$ cat src/rtl/ccwd_pkg.sv
// Shared types, constants and the CRC-8 byte update for the reply word deframer.
// No dependencies; imported by ccwd_csr, ccwd_skid, the top level and the bench.
package ccwd_pkg;

   localparam int unsigned MAX_WORDS_DEF = 8;
   localparam int unsigned CSR_ADDR_W    = 3;
   localparam int unsigned CSR_DATA_W    = 32;

   localparam logic [7:0] CRC_INIT_RESET = 8'hFF;
   localparam logic [7:0] CRC_POLY_RESET = 8'h31;

   typedef enum logic {
      CSR_CRC_INIT = 1'b0,
      CSR_CRC_POLY = 1'b1
   } csr_index_type;

   // byte position within a triple
   typedef enum logic [2:0] {
      PH_HIGH = 3'b001,
      PH_LOW  = 3'b010,
      PH_CRC  = 3'b100
   } phase_type;

   typedef struct packed {
      logic [7:0] crc_init;
      logic [7:0] crc_poly;
   } cfg_type;

   typedef struct packed {
      logic [15:0] data_word;
      logic        crc_ok;
      logic [7:0]  computed_crc;
      logic [2:0]  word_index;
      logic        last_word;
   } rsp_item_type;

   // MSB-first CRC-8 over one byte, top bit of the polynomial implied
   function automatic logic [7:0] crc8_byte(input logic [7:0] crc,
                                            input logic [7:0] data_in,
                                            input logic [7:0] poly);
      logic [7:0] r;
      r = crc ^ data_in;
      for (int i = 0; i < 8; i++) begin
         r = r[7] ? ({r[6:0], 1'b0} ^ poly) : {r[6:0], 1'b0};
      end
      return r;
   endfunction

endpackage

$ cat src/rtl/ccwd_chan_if.sv
// Valid/ready channel interfaces for the deframer's byte input and word output.
// Depends on nothing; payload widths follow the field list of the block.
interface ccwd_req_if;
   logic       valid;
   logic       ready;
   logic [7:0] rx_byte;
   logic       start_of_reply;
   logic [3:0] words_expected;

   modport source (output valid, rx_byte, start_of_reply, words_expected, input ready);
   modport sink   (input valid, rx_byte, start_of_reply, words_expected, output ready);
endinterface

interface ccwd_rsp_if;
   logic        valid;
   logic        ready;
   logic [15:0] data_word;
   logic        crc_ok;
   logic [7:0]  computed_crc;
   logic [2:0]  word_index;
   logic        last_word;

   modport source (output valid, data_word, crc_ok, computed_crc, word_index, last_word,
                   input ready);
   modport sink   (input valid, data_word, crc_ok, computed_crc, word_index, last_word,
                   output ready);
endinterface

$ cat src/rtl/ccwd_csr.sv
// APB-style register file: CRC init value and polynomial.
// Depends on ccwd_pkg.
module ccwd_csr (
   input  logic                             clock,
   input  logic                             reset,
   input  logic                             csr_psel,
   input  logic                             csr_penable,
   input  logic                             csr_pwrite,
   input  logic [ccwd_pkg::CSR_ADDR_W-1:0]  csr_paddr,
   input  logic [ccwd_pkg::CSR_DATA_W-1:0]  csr_pwdata,
   output logic [ccwd_pkg::CSR_DATA_W-1:0]  csr_prdata,
   output logic                             csr_pready,
   output ccwd_pkg::cfg_type                cfg
);
   import ccwd_pkg::*;

   cfg_type       cfg_ff, cfg_in;
   csr_index_type sel_idx;
   logic          wr_en;

   assign sel_idx    = csr_index_type'(csr_paddr[2]);
   assign wr_en      = csr_psel & csr_penable & csr_pwrite;
   assign csr_pready = 1'b1;

   always_comb begin
      cfg_in = cfg_ff;
      if (wr_en) begin
         unique case (sel_idx)
            CSR_CRC_INIT: cfg_in.crc_init = csr_pwdata[7:0];
            CSR_CRC_POLY: cfg_in.crc_poly = csr_pwdata[7:0];
            default:      cfg_in = cfg_ff;
         endcase
      end
   end

   always_comb begin
      unique case (sel_idx)
         CSR_CRC_INIT: csr_prdata = {{(CSR_DATA_W-8){1'b0}}, cfg_ff.crc_init};
         CSR_CRC_POLY: csr_prdata = {{(CSR_DATA_W-8){1'b0}}, cfg_ff.crc_poly};
         default:      csr_prdata = '0;
      endcase
   end

   always_ff @(posedge clock) begin
      if (reset) begin
         cfg_ff.crc_init <= CRC_INIT_RESET;
         cfg_ff.crc_poly <= CRC_POLY_RESET;
      end else begin
         cfg_ff <= cfg_in;
      end
   end

   assign cfg = cfg_ff;

endmodule

$ cat src/rtl/ccwd_skid.sv
// Two-entry output register with skid stage for result words.
// Depends on ccwd_pkg.
module ccwd_skid (
   input  logic                    clock,
   input  logic                    reset,
   input  logic                    push,
   input  ccwd_pkg::rsp_item_type  push_item,
   output logic                    space,
   output logic                    out_valid,
   input  logic                    out_ready,
   output ccwd_pkg::rsp_item_type  out_item
);
   import ccwd_pkg::*;

   logic         out_valid_ff, out_valid_in;
   logic         skid_valid_ff, skid_valid_in;
   rsp_item_type out_item_ff, out_item_in;
   rsp_item_type skid_item_ff, skid_item_in;
   logic         take;

   assign take  = out_valid_ff & out_ready;
   assign space = ~skid_valid_ff;

   always_comb begin
      out_valid_in  = out_valid_ff;
      skid_valid_in = skid_valid_ff;
      out_item_in   = out_item_ff;
      skid_item_in  = skid_item_ff;
      if (take) begin
         if (skid_valid_ff) begin
            // push cannot happen here: space is low
            out_item_in   = skid_item_ff;
            skid_valid_in = 1'b0;
         end else if (push) begin
            out_item_in = push_item;
         end else begin
            out_valid_in = 1'b0;
         end
      end else if (push) begin
         if (!out_valid_ff) begin
            out_item_in  = push_item;
            out_valid_in = 1'b1;
         end else begin
            skid_item_in  = push_item;
            skid_valid_in = 1'b1;
         end
      end
   end

   always_ff @(posedge clock) begin
      if (reset) begin
         out_valid_ff  <= 1'b0;
         skid_valid_ff <= 1'b0;
      end else begin
         out_valid_ff  <= out_valid_in;
         skid_valid_ff <= skid_valid_in;
      end
      out_item_ff  <= out_item_in;
      skid_item_ff <= skid_item_in;
   end

   assign out_valid = out_valid_ff;
   assign out_item  = out_item_ff;

endmodule

$ cat src/rtl/crc8_checked_reply_word_deframer_unit.sv
// CRC-8 checked reply word deframer: top level.
// Uses ccwd_pkg, ccwd_chan_if, ccwd_csr and ccwd_skid.
//
// req_chan takes one reply byte per transfer, with start_of_reply marking the
// first byte of a reply and words_expected (saturated to MAX_WORDS) sampled
// there. Bytes are framed as high byte, low byte, CRC byte. Every CRC byte
// gives one transfer on rsp_chan: the word, the computed CRC, the check
// result, the word index and last_word (final word or first mismatch).
// Bytes after last_word, or outside a reply, are dropped without a result.
// The csr_ port sets the CRC init value (offset 0) and polynomial (offset 4).
//
// Throughput: one byte per cycle while the skid register is empty; the CRC update
// is a single combinational pass between the framing registers. The result is
// registered for rsp_chan in the output register, or in the skid register if occupied.
// When rsp_chan stalls, one further result is held in a skid register and
// req_chan.ready drops only when both output registers are full.
// Reset (synchronous) empties the output, returns the registers to init 0xFF
// and polynomial 0x31, and leaves the framer idle until a start of reply.
module crc8_checked_reply_word_deframer_unit #(
   parameter int unsigned MAX_WORDS = ccwd_pkg::MAX_WORDS_DEF
) (
   input  logic                             clock,
   input  logic                             reset,
   ccwd_req_if.sink                         req_chan,
   ccwd_rsp_if.source                       rsp_chan,
   input  logic                             csr_psel,
   input  logic                             csr_penable,
   input  logic                             csr_pwrite,
   input  logic [ccwd_pkg::CSR_ADDR_W-1:0]  csr_paddr,
   input  logic [ccwd_pkg::CSR_DATA_W-1:0]  csr_pwdata,
   output logic [ccwd_pkg::CSR_DATA_W-1:0]  csr_prdata,
   output logic                             csr_pready
);
   import ccwd_pkg::*;

   localparam logic [3:0] MaxWordsCode = 4'(MAX_WORDS);

   cfg_type      cfg;
   rsp_item_type res_item;
   logic         res_push;
   logic         buf_space;
   logic         accept;

   phase_type    phase_ff, phase_in, phase_eff;
   logic [7:0]   crc_ff, crc_in;
   logic [7:0]   high_ff, high_in;
   logic [7:0]   low_ff, low_in;
   logic [3:0]   done_ff, done_in, done_eff;
   logic [3:0]   target_ff, target_in, target_eff;
   logic         aband_ff, aband_in, aband_eff;
   logic [3:0]   sat_expected;
   logic         crc_match;
   logic         final_word;

   ccwd_csr u_csr (
      .clock       (clock),
      .reset       (reset),
      .csr_psel    (csr_psel),
      .csr_penable (csr_penable),
      .csr_pwrite  (csr_pwrite),
      .csr_paddr   (csr_paddr),
      .csr_pwdata  (csr_pwdata),
      .csr_prdata  (csr_prdata),
      .csr_pready  (csr_pready),
      .cfg         (cfg)
   );

   assign req_chan.ready = buf_space;
   assign accept         = req_chan.valid & buf_space;

   assign sat_expected = (req_chan.words_expected > MaxWordsCode) ? MaxWordsCode
                                                                  : req_chan.words_expected;

   // a start byte restarts framing before the byte itself is looked at
   always_comb begin
      if (req_chan.start_of_reply) begin
         phase_eff  = PH_HIGH;
         done_eff   = '0;
         target_eff = sat_expected;
         aband_eff  = (sat_expected == '0);
      end else begin
         phase_eff  = phase_ff;
         done_eff   = done_ff;
         target_eff = target_ff;
         aband_eff  = aband_ff;
      end
   end

   assign crc_match  = (req_chan.rx_byte == crc_ff);
   assign final_word = ({1'b0, done_eff} + 5'd1) >= {1'b0, target_eff};

   always_comb begin
      phase_in  = phase_ff;
      crc_in    = crc_ff;
      high_in   = high_ff;
      low_in    = low_ff;
      done_in   = done_ff;
      target_in = target_ff;
      aband_in  = aband_ff;
      res_push  = 1'b0;

      res_item.data_word    = {high_ff, low_ff};
      res_item.crc_ok       = crc_match;
      res_item.computed_crc = crc_ff;
      res_item.word_index   = done_eff[2:0];
      res_item.last_word    = ~crc_match | final_word;

      if (accept) begin
         phase_in  = phase_eff;
         done_in   = done_eff;
         target_in = target_eff;
         aband_in  = aband_eff;
         if (!aband_eff) begin
            unique case (phase_eff)
               PH_LOW: begin
                  low_in   = req_chan.rx_byte;
                  crc_in   = crc8_byte(crc_ff, req_chan.rx_byte, cfg.crc_poly);
                  phase_in = PH_CRC;
               end
               PH_CRC: begin
                  res_push = 1'b1;
                  done_in  = done_eff + 4'd1;
                  phase_in = PH_HIGH;
                  if (res_item.last_word) begin
                     aband_in = 1'b1;
                  end
               end
               default: begin
                  high_in  = req_chan.rx_byte;
                  crc_in   = crc8_byte(cfg.crc_init, req_chan.rx_byte, cfg.crc_poly);
                  phase_in = PH_LOW;
               end
            endcase
         end
      end
   end

   always_ff @(posedge clock) begin
      if (reset) begin
         phase_ff  <= PH_HIGH;
         crc_ff    <= CRC_INIT_RESET;
         done_ff   <= '0;
         target_ff <= '0;
         aband_ff  <= 1'b1;
      end else begin
         phase_ff  <= phase_in;
         crc_ff    <= crc_in;
         done_ff   <= done_in;
         target_ff <= target_in;
         aband_ff  <= aband_in;
      end
      high_ff <= high_in;
      low_ff  <= low_in;
   end

   ccwd_skid u_skid (
      .clock     (clock),
      .reset     (reset),
      .push      (res_push),
      .push_item (res_item),
      .space     (buf_space),
      .out_valid (rsp_chan.valid),
      .out_ready (rsp_chan.ready),
      .out_item  ({rsp_chan.data_word, rsp_chan.crc_ok, rsp_chan.computed_crc,
                   rsp_chan.word_index, rsp_chan.last_word})
   );

endmodule

$ cat src/flat_wrapper.sv
// flat-port wrapper written by rule: the top's interface ports become plain ports
module crc8_checked_reply_word_deframer_unit_flat import ccwd_pkg::*;
#(
   parameter int unsigned MAX_WORDS = ccwd_pkg::MAX_WORDS_DEF
)
  (clock, reset, csr_psel, csr_penable, csr_pwrite, csr_paddr, csr_pwdata, csr_prdata, csr_pready, req_chan_valid, req_chan_rx_byte, req_chan_start_of_reply, req_chan_words_expected, req_chan_ready, rsp_chan_valid, rsp_chan_data_word, rsp_chan_crc_ok, rsp_chan_computed_crc, rsp_chan_word_index, rsp_chan_last_word, rsp_chan_ready);
  ccwd_req_if req_chan_i ();
  ccwd_rsp_if rsp_chan_i ();
  input  logic clock;
  input  logic reset;
  input  logic csr_psel;
  input  logic csr_penable;
  input  logic csr_pwrite;
  input  logic [ccwd_pkg::CSR_ADDR_W-1:0] csr_paddr;
  input  logic [ccwd_pkg::CSR_DATA_W-1:0] csr_pwdata;
  output logic [ccwd_pkg::CSR_DATA_W-1:0] csr_prdata;
  output logic csr_pready;
  input wire logic [$bits(req_chan_i.valid)-1:0] req_chan_valid;
  input wire logic [$bits(req_chan_i.rx_byte)-1:0] req_chan_rx_byte;
  input wire logic [$bits(req_chan_i.start_of_reply)-1:0] req_chan_start_of_reply;
  input wire logic [$bits(req_chan_i.words_expected)-1:0] req_chan_words_expected;
  output wire logic [$bits(req_chan_i.ready)-1:0] req_chan_ready;
  output wire logic [$bits(rsp_chan_i.valid)-1:0] rsp_chan_valid;
  output wire logic [$bits(rsp_chan_i.data_word)-1:0] rsp_chan_data_word;
  output wire logic [$bits(rsp_chan_i.crc_ok)-1:0] rsp_chan_crc_ok;
  output wire logic [$bits(rsp_chan_i.computed_crc)-1:0] rsp_chan_computed_crc;
  output wire logic [$bits(rsp_chan_i.word_index)-1:0] rsp_chan_word_index;
  output wire logic [$bits(rsp_chan_i.last_word)-1:0] rsp_chan_last_word;
  input wire logic [$bits(rsp_chan_i.ready)-1:0] rsp_chan_ready;
  assign req_chan_i.valid = req_chan_valid;
  assign req_chan_i.rx_byte = req_chan_rx_byte;
  assign req_chan_i.start_of_reply = req_chan_start_of_reply;
  assign req_chan_i.words_expected = req_chan_words_expected;
  assign req_chan_ready = req_chan_i.ready;
  assign rsp_chan_valid = rsp_chan_i.valid;
  assign rsp_chan_data_word = rsp_chan_i.data_word;
  assign rsp_chan_crc_ok = rsp_chan_i.crc_ok;
  assign rsp_chan_computed_crc = rsp_chan_i.computed_crc;
  assign rsp_chan_word_index = rsp_chan_i.word_index;
  assign rsp_chan_last_word = rsp_chan_i.last_word;
  assign rsp_chan_i.ready = rsp_chan_ready;
  crc8_checked_reply_word_deframer_unit #(.MAX_WORDS(MAX_WORDS)) u_core (.clock(clock), .reset(reset), .req_chan(req_chan_i), .rsp_chan(rsp_chan_i), .csr_psel(csr_psel), .csr_penable(csr_penable), .csr_pwrite(csr_pwrite), .csr_paddr(csr_paddr), .csr_pwdata(csr_pwdata), .csr_prdata(csr_prdata), .csr_pready(csr_pready));
endmodule
$ cat config.mk
export PLATFORM = sky130hd
export DESIGN_NAME = crc8_checked_reply_word_deframer_unit_flat
export DESIGN_NICKNAME = d
export VERILOG_FILES = /design/src/rtl/ccwd_pkg.sv /design/src/rtl/ccwd_chan_if.sv /design/src/rtl/ccwd_csr.sv /design/src/rtl/ccwd_skid.sv /design/src/rtl/crc8_checked_reply_word_deframer_unit.sv /design/src/flat_wrapper.sv
export SDC_FILE = /design/constraint.sdc
export NUM_CORES = 1
export LEC_CHECK = 0
export ABC_AREA = 0
export BUFFER_PORTS_ARGS = -buffer_cell sky130_fd_sc_hd__buf_4
export CORE_ASPECT_RATIO = 1.2
export CORE_MARGIN = 1.5
export CORE_UTILIZATION = 35
export CTS_CLUSTER_SIZE = 10
export DETAILED_ROUTE_END_ITERATION = 7
export MAX_ROUTING_LAYER = met4
export PLACE_DENSITY = 0.6
export SYNTH_ARGS = -nofsm -noshare
export SYNTH_HDL_FRONTEND = slang
export SYNTH_SLANG_ARGS = --single-unit
$ cat constraint.sdc
create_clock -name clock -period 6 [get_ports clock]
set_clock_uncertainty 0.05 [all_clocks]
set_input_delay 1.8 -clock clock [delete_from_list [all_inputs] [get_ports clock]]
set_output_delay 1.8 -clock clock [all_outputs]
set_load 0.01 [all_outputs]
==> results.txt <==
The run finished with clean final reports. The logs give 1180 for the number of standard cells in the final layout excluding fillers and 38.9% for the relative contribution of combinational cells to total power. The cell sitting at the root of the clock tree is a sky130_fd_sc_hd__clkbuf_16.

The critical path goes through buf_4 > xnor2_2 > o21ai_1 > a32oi_1 > o22ai_1 > a211oi_1 > xnor3_2 > xnor2_2 > buf_4 > nand4_1 > nand4_1 > a311o_1 > xnor2_1 > mux2_2 > o32a_1. The switching share of power works out to 33.51%. Of the total synthesized cell area, the portion taken by XOR and XNOR cells is 14.75%. The net count of the finished layout is 957. Buffers added to address setup during post-CTS repair amount to 0.

Global routing met2 resource utilization: 29.26%. Summed over all cells, the static leakage comes to 3.289 nW. In the synthesized netlist, mux cells make up 8.350% of the area. After detailed routing, the total wire length is 20080 µm. The signal arrival time at the worst endpoint was 5.76 ns; the sequential cell area was 2984 µm². The met3 track demand over resource is 2.190%, and the total power divided by cell area is 263.3 nW/µm². The worst hold slack after final layout is 0.4014 ns, and the share of post-route cells with drive strength above 1 is 21.53%. The total clock sinks was 112.

The tools report the endpoint kind of the worst setup timing path as a flip-flop. Worst-path maximum fanout: 16. Type of the tightest min-delay check: reg2reg. The detailed router finished its first iteration with 460 violations. Global routing consumed, over all layers together, 17.29% of the routing resources.

Of the total synthesized cell area, the portion taken by full adders, half adders and majority gates is 0.9418%. After synthesis, the largest family of logic cells by area is simple AND/OR/NAND/NOR gates. Per report_power, the clock group accounts for 25.2% of the total.

The total buffers and inverters traversed by the critical path was 2. The worst setup path is launched from an input port. The final count of pins violating max slew is 0, and the data required time of the critical path is 6.19 ns. TritonCTS built the clock tree.

The hold buffer count at cts came out at 0. After clock tree synthesis, the clock-pin slew on the worst setup and hold paths is 0.07 ns. The relative slew slack was 35.61%.

The first global-routing pass estimated 31620 µm of wire. Leaving out fill and tap cells, the most frequent cells in the layout are 123 x sky130_fd_sc_hd__nand2_1, 100 x sky130_fd_sc_hd__buf_4, 74 x sky130_fd_sc_hd__edfxtp_1. Setup violations remaining at the end of the flow were counted as 0.

For the cell count after synthesis, the log shows 841. The kind of critical path was in2reg. In the routed layout, each cell is associated on average with a via count of 5.450.

The tools report the final hold violation count as 0. The flip-flop and latch count after synthesis works out to 112. The H-tree was split into 3 levels. For the number of antenna violations at the first check in global routing, the log shows 0. The most common library cell in the layout ignoring fill and taps is sky130_fd_sc_hd__nand2_1.

Total internal power: 1.588 mW. In this run the core area contains 60 standard-cell rows. The final worst setup slack was 0.4256 ns; the post-route antenna net violation count was 0. In the global route stage, met1 resource usage came out at 20.90%. For this design the total switching power over the nets is 0.8007 mW. In the final timing run, aggregate negative setup slack is 0 ns. Setup repair after global routing left no endpoint under its margin. The vertical extent of the die was 168.3 µm. For this design the top-level I/O count stands at 119. Detailed placement finished with a half-perimeter wire length of 14910 µm. The tools report the cell count after placement as 1164. The clock period minus final worst setup slack was 5.574 ns. The largest voltage drop on the vdd net is 0.1357 mV. The synthesized netlist devotes 15.34% of its cell area to compound gates.

The tools report the number of warning messages in the yosys log as 0. For this run, the top clock speed supported by timing is 0.1794 GHz. At the placement stage, the worst setup path has a slack of 0.1308 ns. Among all flip-flop cells after synthesis, the most frequent one is sky130_fd_sc_hd__edfxtp_1. Each instance of the synthesized netlist takes up on average 9.478 µm². Counting the buffers created by CTS gives 9. For the quantity of gates resized following cts, the log shows 0.

Detailed routing inserted a total of 6431 vias. For the sequential-to-total area share from yosys stat, the log shows 37.42%. The delay of the slowest critical-path stage is 0.66 ns, and the largest buffer count on any clock path is 2. The leftover overflow at the end of global routing is 0. The library cell contributing the largest single delay on the critical path is sky130_fd_sc_hd__xnor2_2.

Port buffering added 67 buffers. The final worst-path cycle share is 92.91%, and the fraction of the mapped netlist area in simple logic gates is 17.38%. Max-cap check violation count: 0.

The floorplan step defined a die boundary enclosing 23690 µm². The repair_antennas step left the layout with diodes totalling 0. In the routed design, unresolved DRC markers number 0. The measured slew at the worst slew-check pin is 0.9622 ns. Routability-driven placement finished with a final weighted congestion of 0.8930.

The tools report the first-pass iteration count of the detailed router as 5. The number of global-route vias before repair was 5911. For the worst-skew pair, the clock arrives at the later sink with an insertion delay of 0.35 ns. The initial core utilization is 35.63%, and the die outline width is 140.8 µm. In the final routed layout, each cell accounts on average for 17.02 µm. The layout filler cell count is 2219, and the area added between synthesis and finish is 13.81%. Entering global routing, the biggest net connects 40 pins. After synthesis the cells add up to 7971 µm².

The number of distinct library cells after synthesis is 84, and the placeable core area is 22370 µm². Broken down by cell family, the worst path's largest delay share belongs to compound AO/OA/AOI/OAI gates. met2 is the most crowded layer. The multi-input combinational cells in the finished layout cover a total of 4631 µm². The sequential power share is 36.0%, and the number of synthesized flops with an enable pin is 74. For this run, asynchronously set or reset flops after synthesis account for 0%.
## per-stage QoR
| step | util, % | power [mW] | cell area, µm² |
|---|---|---|---|
| detailed placement | 39.19 | 1.802 | 8768 |
| global route | 40.55 | 2.519 | 9072 |
| finish | 40.55 | 2.389 | 9072 |
| global placement | 39.19 | 1.794 | 8768 |
| CTS | 40.55 | 2.404 | 9072 |
| floorplan | - | 1.596 | 8058 |
## state kept, by name (all words and copies together), names as in the netlist
signal                       cells
u_core.high_ff                   8
u_core.u_skid.out_item          29
u_core.done_ff                   4
u_core.u_csr.cfg                16
u_core.u_skid.skid_valid_ff      1
u_core.crc_ff                    8
u_core.target_ff                 4
u_core.low_ff                    8
u_core.phase_ff                  3
u_core.aband_ff                  1
u_core.u_skid.out_valid          1
u_core.u_skid.skid_item_ff      29
## layout make-up
cell class,instances,area share [%]
clock buffer,9,2.482
clock inverter,7,0.8688
inverter,9,0.3724
multi-input combinational,663,51.04
sequential,112,32.89
tap,279,3.848
timing repair buffer,101,8.495
## cell usage after synthesis, drive strengths merged, types with 16 or more instances
cell    count  area share [%]
nand3      41             2.6
xnor2      68             8.2
o211ai     16             1.6
clkbuf     35             1.6
buf        45             3.7
o21ai      32             2.0
edfxtp     74              28
xor2       31             4.0
a21oi      47             3.0
nor2       30             1.4
dfxtp      38             9.5
mux2       42             5.9
nand2     123             5.8
mux2i      18             2.4
## cells by family (layout without fill, tap and decap cells)
group / count (synthesis) / in the layout
AO/OA/AOI/OAI: 177 / 177
AND/OR/NAND/NOR: 287 / 287
other: 2 / 25
buffers and inverters: 89 / 126
adder cells (fa/ha/maj): 6 / 6
flip-flops: 112 / 112
XOR/XNOR: 108 / 108
multiplexers: 60 / 60
## power by group through the flow
| stage | clock network (mW) | registers, mW | logic [mW] |
|---|---|---|---|
| 4_1_cts | 0.617 | 0.859 | 0.928 |
| 3_5_place_dp | 0 | 0.877 | 0.925 |
| 2_1_floorplan | 0 | 0.867 | 0.728 |
| 5_1_grt | 0.646 | 0.862 | 1.01 |
| 3_3_place_gp | 0 | 0.876 | 0.918 |
| 6_report | 0.601 | 0.860 | 0.928 |
## path summary, 6_finish.rpt
check	start	end	slack (ns)	depth (start not counted)
setup / recovery	req_chan_rx_byte[7]	u_core.crc_ff[4]	0.43	15
hold / removal	u_core.high_ff[4]	u_core.u_skid.skid_item_ff[25]	0.40	0
setup reg to reg	u_core.u_csr.cfg[15]	u_core.crc_ff[4]	1.59	14
hold reg to reg	u_core.high_ff[4]	u_core.u_skid.skid_item_ff[25]	0.40	0
## layer usage
layer	wire length (µm)	share of wire [%]
met1	8607	43
met2	9917	49
met3	933	4.6
met4	618	3.1
met5	0	0
(Power assumes the default switching activity.)
